$ cat src/bcvp_pkg.sv
package bcvp_pkg;

    localparam int VALUE_STORE_BYTES_DEF = 32;

    localparam logic [7:0] CH_LBRACE = 8'h7B;
    localparam logic [7:0] CH_RBRACE = 8'h7D;
    localparam logic [7:0] CH_COLON  = 8'h3A;
    localparam logic [7:0] CH_PLUS   = 8'h2B;
    localparam logic [7:0] CH_MINUS  = 8'h2D;
    localparam logic [7:0] CH_DOT    = 8'h2E;
    localparam logic [7:0] CH_LOW_E  = 8'h65;
    localparam logic [7:0] CH_UP_E   = 8'h45;
    localparam logic [7:0] CH_SPACE  = 8'h20;
    localparam logic [7:0] CH_TAB    = 8'h09;
    localparam logic [7:0] CH_CR     = 8'h0D;
    localparam logic [7:0] CH_LF     = 8'h0A;
    localparam logic [7:0] CH_NUL    = 8'h00;
    localparam logic [7:0] CH_ZERO   = 8'h30;
    localparam logic [7:0] CH_NINE   = 8'h39;

    localparam int EX_W     = 20;
    localparam int EX_SAT   = 100000;
    localparam int E_W      = 22;
    localparam int DEC_INF  = 39;
    localparam int DEC_TINY = -46;
    localparam int BP_MIN   = -126;
    localparam int BP_MAX   = 127;
    localparam int EXP_BIAS = 127;
    localparam int MANT_W   = 23;
    localparam int Q_W      = 25;
    localparam int ITER_W   = 5;
    localparam int TEN_LOG2_MAX = 127;
    localparam int TINY_DIGITS  = 45;

    typedef struct packed {
        logic ld_cmd;
        logic clr_val;
        logic mdig;
        logic fdig;
        logic edig;
        logic set_sign;
        logic set_esign;
        logic setup;
        logic scale;
        logic norm;
        logic cmp;
        logic div;
        logic emit_round;
        logic emit_short;
    } cmd_t;

    typedef struct packed {
        logic short_hit;
        logic scale_done;
        logic norm_done;
        logic t_neg;
        logic div_last;
        logic out_free;
    } st_t;

endpackage

$ cat src/bcvp_ctrl.sv
module bcvp_ctrl #(
    parameter int VALUE_STORE_BYTES = bcvp_pkg::VALUE_STORE_BYTES_DEF
) (
    input  logic             aclk,
    input  logic             aresetn,
    input  logic             s_valid,
    input  logic [7:0]       s_rx_byte,
    output logic             s_ready,
    input  bcvp_pkg::st_t    st,
    output bcvp_pkg::cmd_t   cmd
);

    localparam int CNT_W = $clog2(VALUE_STORE_BYTES);
    localparam logic [CNT_W-1:0] CNT_CAP = CNT_W'(VALUE_STORE_BYTES - 1);

    localparam logic [4:0] ST_HUNT     = 5'd0;
    localparam logic [4:0] ST_PRECMD   = 5'd1;
    localparam logic [4:0] ST_PRECOLON = 5'd2;
    localparam logic [4:0] ST_V_START  = 5'd3;
    localparam logic [4:0] ST_V_SIGN   = 5'd4;
    localparam logic [4:0] ST_V_INT    = 5'd5;
    localparam logic [4:0] ST_V_FRAC   = 5'd6;
    localparam logic [4:0] ST_V_EXP    = 5'd7;
    localparam logic [4:0] ST_V_ESIGN  = 5'd8;
    localparam logic [4:0] ST_V_EDIG   = 5'd9;
    localparam logic [4:0] ST_SETUP    = 5'd10;
    localparam logic [4:0] ST_SCALE    = 5'd11;
    localparam logic [4:0] ST_NORM     = 5'd12;
    localparam logic [4:0] ST_CMP      = 5'd13;
    localparam logic [4:0] ST_DIV      = 5'd14;
    localparam logic [4:0] ST_FINISH   = 5'd15;
    localparam logic [4:0] ST_SHORT    = 5'd16;

    logic [4:0]       state_reg, state_next;
    logic [CNT_W-1:0] count_reg, count_next;
    logic             has_dig_reg, has_dig_next;

    logic take, is_ws, is_dig, is_sgn, is_dot, is_ech, is_kept, end_ok;

    always_comb begin
        is_ws   = (s_rx_byte == bcvp_pkg::CH_SPACE) || (s_rx_byte == bcvp_pkg::CH_TAB) ||
                  (s_rx_byte == bcvp_pkg::CH_CR) || (s_rx_byte == bcvp_pkg::CH_LF);
        is_dig  = (s_rx_byte >= bcvp_pkg::CH_ZERO) && (s_rx_byte <= bcvp_pkg::CH_NINE);
        is_sgn  = (s_rx_byte == bcvp_pkg::CH_PLUS) || (s_rx_byte == bcvp_pkg::CH_MINUS);
        is_dot  = (s_rx_byte == bcvp_pkg::CH_DOT);
        is_ech  = (s_rx_byte == bcvp_pkg::CH_LOW_E) || (s_rx_byte == bcvp_pkg::CH_UP_E);
        is_kept = is_dig || is_sgn || is_dot || is_ech;
        end_ok  = (state_reg == ST_V_INT) || (state_reg == ST_V_EDIG) ||
                  ((state_reg == ST_V_FRAC) && has_dig_reg);
        s_ready = (state_reg <= ST_V_EDIG);
        take    = s_valid && s_ready;
    end

    always_comb begin
        state_next   = state_reg;
        count_next   = count_reg;
        has_dig_next = has_dig_reg;
        cmd          = '0;
        if (take) begin
            if (s_rx_byte == bcvp_pkg::CH_LBRACE) begin
                state_next = ST_PRECMD;
            end else begin
                unique case (state_reg)
                    ST_HUNT: begin
                    end
                    ST_PRECMD: begin
                        if (!is_ws) begin
                            if ((s_rx_byte == bcvp_pkg::CH_RBRACE) ||
                                (s_rx_byte == bcvp_pkg::CH_COLON) ||
                                (s_rx_byte == bcvp_pkg::CH_NUL)) begin
                                state_next = ST_HUNT;
                            end else begin
                                cmd.ld_cmd = 1'b1;
                                state_next = ST_PRECOLON;
                            end
                        end
                    end
                    ST_PRECOLON: begin
                        if (!is_ws) begin
                            if (s_rx_byte == bcvp_pkg::CH_COLON) begin
                                cmd.clr_val  = 1'b1;
                                count_next   = '0;
                                has_dig_next = 1'b0;
                                state_next   = ST_V_START;
                            end else begin
                                state_next = ST_HUNT;
                            end
                        end
                    end
                    default: begin
                        if (!is_ws) begin
                            if (s_rx_byte == bcvp_pkg::CH_RBRACE) begin
                                state_next = end_ok ? ST_SETUP : ST_HUNT;
                            end else if (!is_kept || (count_reg == CNT_CAP)) begin
                                state_next = ST_HUNT;
                            end else begin
                                count_next = count_reg + 1'b1;
                                state_next = ST_HUNT;
                                unique case (state_reg)
                                    ST_V_START, ST_V_SIGN: begin
                                        if (is_sgn && (state_reg == ST_V_START)) begin
                                            cmd.set_sign = 1'b1;
                                            state_next   = ST_V_SIGN;
                                        end else if (is_dig) begin
                                            cmd.mdig     = 1'b1;
                                            has_dig_next = 1'b1;
                                            state_next   = ST_V_INT;
                                        end else if (is_dot) begin
                                            state_next = ST_V_FRAC;
                                        end
                                    end
                                    ST_V_INT: begin
                                        if (is_dig) begin
                                            cmd.mdig   = 1'b1;
                                            state_next = ST_V_INT;
                                        end else if (is_dot) begin
                                            state_next = ST_V_FRAC;
                                        end else if (is_ech) begin
                                            state_next = ST_V_EXP;
                                        end
                                    end
                                    ST_V_FRAC: begin
                                        if (is_dig) begin
                                            cmd.mdig     = 1'b1;
                                            cmd.fdig     = 1'b1;
                                            has_dig_next = 1'b1;
                                            state_next   = ST_V_FRAC;
                                        end else if (is_ech && has_dig_reg) begin
                                            state_next = ST_V_EXP;
                                        end
                                    end
                                    ST_V_EXP: begin
                                        if (is_sgn) begin
                                            cmd.set_esign = 1'b1;
                                            state_next    = ST_V_ESIGN;
                                        end else if (is_dig) begin
                                            cmd.edig   = 1'b1;
                                            state_next = ST_V_EDIG;
                                        end
                                    end
                                    default: begin
                                        if (is_dig) begin
                                            cmd.edig   = 1'b1;
                                            state_next = ST_V_EDIG;
                                        end
                                    end
                                endcase
                            end
                        end
                    end
                endcase
            end
        end else begin
            unique case (state_reg)
                ST_SETUP: begin
                    cmd.setup  = 1'b1;
                    state_next = st.short_hit ? ST_SHORT : ST_SCALE;
                end
                ST_SCALE: begin
                    if (st.scale_done) begin
                        state_next = ST_NORM;
                    end else begin
                        cmd.scale = 1'b1;
                    end
                end
                ST_NORM: begin
                    if (st.norm_done) begin
                        state_next = ST_CMP;
                    end else begin
                        cmd.norm = 1'b1;
                    end
                end
                ST_CMP: begin
                    cmd.cmp    = 1'b1;
                    state_next = st.t_neg ? ST_FINISH : ST_DIV;
                end
                ST_DIV: begin
                    cmd.div = 1'b1;
                    if (st.div_last) begin
                        state_next = ST_FINISH;
                    end
                end
                ST_FINISH: begin
                    if (st.out_free) begin
                        cmd.emit_round = 1'b1;
                        state_next     = ST_HUNT;
                    end
                end
                ST_SHORT: begin
                    if (st.out_free) begin
                        cmd.emit_short = 1'b1;
                        state_next     = ST_HUNT;
                    end
                end
                default: begin
                end
            endcase
        end
    end

    always_ff @(posedge aclk) begin
        if (!aresetn) begin
            state_reg   <= ST_HUNT;
            count_reg   <= '0;
            has_dig_reg <= 1'b0;
        end else begin
            state_reg   <= state_next;
            count_reg   <= count_next;
            has_dig_reg <= has_dig_next;
        end
    end

endmodule

$ cat config.mk
export PLATFORM = sky130hd
export DESIGN_NAME = bcvp_ctrl
export DESIGN_NICKNAME = d
export VERILOG_FILES = /design/src/bcvp_pkg.sv /design/src/bcvp_ctrl.sv
export SDC_FILE = /design/constraint.sdc
export NUM_CORES = 1
export LEC_CHECK = 0
export BUFFER_PORTS_ARGS = -buffer_cell sky130_fd_sc_hd__buf_2
export CORE_MARGIN = 2
export CORE_UTILIZATION = 28
export CTS_BUF_LIST = sky130_fd_sc_hd__clkbuf_8
export DETAILED_ROUTE_END_ITERATION = 10
export HOLD_SLACK_MARGIN = 0.05
export MAX_ROUTING_LAYER = met4
export PLACE_DENSITY = 0.55
export SLEW_MARGIN = 20
export SYNTH_ARGS = -nofsm -noshare
export SYNTH_HDL_FRONTEND = slang
export SYNTH_SLANG_ARGS = --single-unit
$ cat constraint.sdc
create_clock -name aclk -period 4.4 [get_ports aclk]
set_input_delay 0.44 -clock aclk [delete_from_list [all_inputs] [get_ports aclk]]
set_output_delay 0.44 -clock aclk [all_outputs]
set_load 0.05 [all_outputs]
=== Word level (Yosys, flattened, before mapping) ===
Cells that the tools add are included.

* Register bits after elaboration: 11
* Latch bits: 0
* Memory bits (writable): 0
* ROM bits: 0
* Bits of input ports: 17
* Output and inout bits: 15
* Word-level logic and storage cells: 157
* Memories kept: 0

* Add/sub/neg operators: 1
* Multiply operators: 0
* Divide/modulo/power cells: 0
* $lt $le $gt $ge: 3
* Equality and inequality tests: 38
* Shift-type cells: 0
* Mux-type cells: 78
* Bitwise logic cells: 3
* Reductions and logical operators: 31

{| class="wikitable"
|+ Operators with widths
! kind !! count
|-
| 5-bit 2-to-1 mux || 24
|-
| 8-bit by 6-bit == test with 1-bit output (second input constant) || 5
|-
| 5-bit by 4-bit == test with 1-bit output (second input constant) || 7
|-
| 8-bit by 7-bit == test with 1-bit output (second input constant) || 4
|-
| 1-bit 2-to-1 mux || 32
|-
| 5-bit case mux with 6 select lines || 1
|-
| 8-bit by 4-bit == test with 1-bit output (second input constant) || 3
|-
| 7-bit 2-to-1 mux || 3
|-
| 5-bit by 3-bit == test with 1-bit output (second input constant) || 4
|-
| 5-bit case mux with 4 select lines || 1
|-
| 3-bit 2-to-1 mux || 5
|-
| 5-bit case mux with 3 select lines || 1
|-
| 7-bit AND reduction || 2
|-
| 1-bit logical OR || 13
|-
| 4-bit 2-to-1 mux || 3
|-
| 3-bit inequality test (second input constant) || 4
|-
| 5-bit by 2-bit == test with 1-bit output (second input constant) || 2
|-
| 5-bit == test (second input constant) || 2
|-
| 5-bit case mux with 2 select lines || 1
|-
| 9-bit AND reduction || 1
|-
| 8-bit by 6-bit >= comparator with 1-bit output (second input constant) || 1
|-
| 8-bit by 6-bit <= comparator with 1-bit output (second input constant) || 1
|-
| 8-bit zero test || 1
|-
| 7-bit nonzero test || 1
|-
| other kinds (18) || 32
|}

=== Logic depth before layout (Yosys ltp) ===
* Depth in word-level cells: 13
* Mapped depth: 8
* Mapped depth without buffers: 7

=== Least setup slack after synthesis ===
OpenSTA, ideal clock, no wires.

* Path type: input-to-output
* From: in s_rx_byte[1]
* To: out cmd[8] (netlist name)
* Arrival: 2703 ps
* Data required time: 3960 ps
* Path slack: 1257 ps
* Cell stages on the path: 6
* Buffers on the path: 1
* Cell sequence: buf_4 > o21ai_0 > or4b_1 > a41oi_4 > nand3_2 > nor3_1

{| class="wikitable"
|+ RTL lines
! item !! RTL line !! text
|-
| start: declaration || bcvp_ctrl.sv:7 || <nowiki>input logic [7:0] s_rx_byte,</nowiki>
|-
| end: declaration || bcvp_ctrl.sv:10 || <nowiki>output bcvp_pkg::cmd_t cmd</nowiki>
|}

==> impl_metrics.env <==
export IMPL_syn_area_sq_um=1376
export IMPL_drtPass1Iterations=4
export IMPL_tightest_slew_ns=0.9800
export IMPL_gp_congestion=0.9219
export IMPL_synth_async_reset_ratio_pct=0
export IMPL_tritoncts_num_sinks=11
export IMPL_yosysUniqueCellTypes=61
export IMPL_clock_buffers_created_by_tritoncts=3
export IMPL_crit_type="reg2out"
export IMPL_dpl_instance_area_sq_um=1565
export IMPL_p_sw_w=0.0004215
export IMPL_wl_per_cell_microns=14.13
export IMPL_timing_critical_path_fanout_max=25
export IMPL_grt_pass1_wl_microns=6817
export IMPL_dieArea_sq_um=5492
export IMPL_cp_peak_stage_delay_ns=0.79
export IMPL_place_detailed_instances=283
export IMPL_period_minus_slack_ns=3.113
export IMPL_setup_worst_path_start_class="flip-flop"
export IMPL_postRouteAntennaNets=0
export IMPL_antenna_found_initial=0
export IMPL_grt_use_total_pct=16.20
export IMPL_postCtsResizedCells=0
export IMPL_min_period_over_period_pct=70.74
export IMPL_pwr_share_comb_pct=57.5
export IMPL_nFillCells=552
export IMPL_layout_cells_non_filler=287
export IMPL_grt_max_degree=26
export IMPL_clock_group_share_of_total_power_pct=13.5
export IMPL_yosys_top_cells_area="sky130_fd_sc_hd__dfxtp_1 16%, sky130_fd_sc_hd__nor2_1 6.0%, sky130_fd_sc_hd__nand2_1 4.1%"
export IMPL_placeableCoreArea_sq_um=4723
export IMPL_hpwlAfterDp_microns=3141
export IMPL_fmax_ghz=0.3213
export IMPL_wl_microns=4054
export IMPL_reg_power_share_pct=29.0
export IMPL_syn_num_nets=214
export IMPL_max_cap_viol_count=0
export IMPL_critPathArrivalTime_ns=2.67
export IMPL_cts_tree="done"
export IMPL_cts_root_buffer_cell="sky130_fd_sc_hd__clkbuf_8"
export IMPL_die_height_microns=74.11
export IMPL_antennaDiodeCount=0
export IMPL_slew_headroom_pct=34.06
export IMPL_outcome="finished clean"
export IMPL_drt_initial_drc_count=104
export IMPL_number_of_flops_mapped_to_enable_cells_by_yosys=0
export IMPL_final_max_slew_violation_count=0
export IMPL_vias_post_dr=1547
export IMPL_hold_viol=0
export IMPL_holdBufCountCts=0
export IMPL_fin_nets=240
export IMPL_static_leakage_power_nw=0.6461
export IMPL_post_route_cell_area_sq_um=1610
export IMPL_floorplan_initialDensity_pct=29.14
export IMPL_die_w_microns=74.11
export IMPL_post_cts_setup_buffer_count=0
export IMPL_yosys_most_used_dff="sky130_fd_sc_hd__dfxtp_1"
export IMPL_netlist_top_cell_by_area="sky130_fd_sc_hd__dfxtp_1"
export IMPL_synth_top_area_share_pct=16.00
export IMPL_required_ns=3.96
export IMPL_r2r_slack_ns=1.97
export IMPL_cts_root_to_sink_buffers=2
export IMPL_htree_num_levels=1
export IMPL_internal_power_w=0.0003530
export IMPL_first_global_vias=1415
export IMPL_final_layout_size_suffix_gt1_share_pct=22.73
export IMPL_peakVddDrop_uv=132.8
export IMPL_layout_cells_most_common="sky130_fd_sc_hd__buf_2"
export IMPL_ys_seq_area_share_pct=16.00
export IMPL_place_port_buffers=31
export IMPL_multi_input_gate_area_sq_um=1076
export IMPL_final_count_of_negative_setup_slack_endpoints=0
export IMPL_netlist_instances=195
export IMPL_area_sequential_sq_um=220.2
export IMPL_syn_area_per_cell_sq_um=7.058
export IMPL_drc=0
export IMPL_synth_ff_latch_count=11
export IMPL_clock_insertion_delay_worst_skew_ns=0.25
export IMPL_worst_setup_path_end_kind="output pin"
export IMPL_rsz0062_at_grt="no"
export IMPL_ios=32
export IMPL_fin_skew_ns=0.001706
export IMPL_cts_reportedPaths_clkPinSlew_ns=0.05
export IMPL_rows=25
export IMPL_gr_total_overflow=0
export IMPL_slowest_stage_cell_crit_path="sky130_fd_sc_hd__dfxtp_1"
export IMPL_ys_warnings_count=0
export IMPL_total_power_w=0.0007745
export IMPL_viasPerCell=5.390
export IMPL_p_per_area_nw_per_um2=481.0
export IMPL_most_common_layout_cells="31 x sky130_fd_sc_hd__buf_2, 22 x sky130_fd_sc_hd__nor2_1, 15 x sky130_fd_sc_hd__nand2_1"
export IMPL_tns_setup_ns=0
export IMPL_worst_hold_path_type="in2reg"
export IMPL_timing_critical_path_cells="nor2b_1, o21ai_0, nor2b_1, and3_2, nand2_1, nor2_1, buf_2"
export IMPL_layout_area_overhead_vs_synth_pct=17.00
export IMPL_worst_path_most_repeated_cell="sky130_fd_sc_hd__nor2b_1"
export IMPL_power_switching_fraction_pct=54.42
power by group through the flow:
stage                     sequential (W)  clock, W  combinational, W
after floorplan                 0.000140         0          0.000417
after global placement          0.000224         0          0.000446
after detailed placement        0.000223         0          0.000441
after CTS                       0.000222  0.000106          0.000443
after global routing            0.000232  0.000111          0.000495
final                           0.000224  0.000105          0.000445
cells by family after synthesis:
kind of cell	synth area share, %
adders and majority gates	1.818
AOI/OAI and AO/OA	27.18
xor gates and xnor gates	2.546
muxes	3.000
and+or+nand+nor	43.64
DFF	16.00
buffers and inverters	5.818
critical path, delay by kind of cell, from the launching register on:
kind	cells	cell delay, ns
buffers and inverters	1	0.27
AOI/OAI and AO/OA	1	0.27
DFF	1	0.79
and+or+nand+nor	5	1.09
cell usage after synthesis, types with 2 or more instances:
library cell	count
sky130_fd_sc_hd__or2_2	2
sky130_fd_sc_hd__clkbuf_1	5
sky130_fd_sc_hd__buf_4	2
sky130_fd_sc_hd__xor2_1	3
sky130_fd_sc_hd__a21oi_1	9
sky130_fd_sc_hd__mux2i_1	3
sky130_fd_sc_hd__nor4_1	4
sky130_fd_sc_hd__nor4b_1	2
sky130_fd_sc_hd__nand2_1	15
sky130_fd_sc_hd__o211ai_1	2
sky130_fd_sc_hd__and3b_1	2
sky130_fd_sc_hd__or3_1	4
sky130_fd_sc_hd__nor3b_1	3
sky130_fd_sc_hd__o221a_2	2
sky130_fd_sc_hd__o21ai_1	2
sky130_fd_sc_hd__or4b_1	2
sky130_fd_sc_hd__inv_1	6
sky130_fd_sc_hd__a211o_1	2
sky130_fd_sc_hd__nand2b_1	8
sky130_fd_sc_hd__and3_1	4
sky130_fd_sc_hd__o211a_1	2
sky130_fd_sc_hd__nand3_1	6
sky130_fd_sc_hd__buf_1	2
sky130_fd_sc_hd__o41ai_1	2
sky130_fd_sc_hd__and2_1	3
sky130_fd_sc_hd__nor2_1	22
sky130_fd_sc_hd__ha_1	2
sky130_fd_sc_hd__nor3_1	8
sky130_fd_sc_hd__o21ai_0	11
sky130_fd_sc_hd__nor2b_1	6
sky130_fd_sc_hd__a31oi_1	3
sky130_fd_sc_hd__dfxtp_1	11
sky130_fd_sc_hd__o22ai_1	2
sky130_fd_sc_hd__nand4_1	6
per-layer routing:
metal  global-route usage, %  wire [microns]  part of all wire, %
met3                   2.439             236                  5.8
met5                       -               0                    0
met1                   22.07            1956                   48
met2                   25.30            1817                   45
met4                   3.636              43                  1.1
per-stage QoR:
| step | hold slack, ns | worst slack, ns | util, % |
|---|---|---|---|
| after floorplan | 0.4671 | 1.257 | - |
| after global placement | 0.4834 | 1.520 | 33.14 |
| after detailed placement | 0.4885 | 1.498 | 33.14 |
| after CTS | 0.4769 | 1.290 | 34.09 |
| after global routing | 0.4778 | 1.044 | 34.09 |
| final | 0.4706 | 1.287 | 34.09 |
final timing paths:
| check | to | from | depth (start not counted) |
|---|---|---|---|
| max reg2reg | state_reg[0] | state_reg[3] | 6 |
| min reg2reg | count_reg[3] | count_reg[3] | 2 |
| min | state_reg[4] | st[5] | 3 |
| max | cmd[10] | state_reg[1] | 7 |
final cells by class:
class	count	share of cell area [%]
inverters	6	1.399
well taps	67	5.206
repair buffers	32	10.10
multi-input cells	167	66.82
flip-flops and latches	11	13.68
clock buffers	3	2.564
clock inverters	1	0.2331
Power figures use the tool's default switching activity.
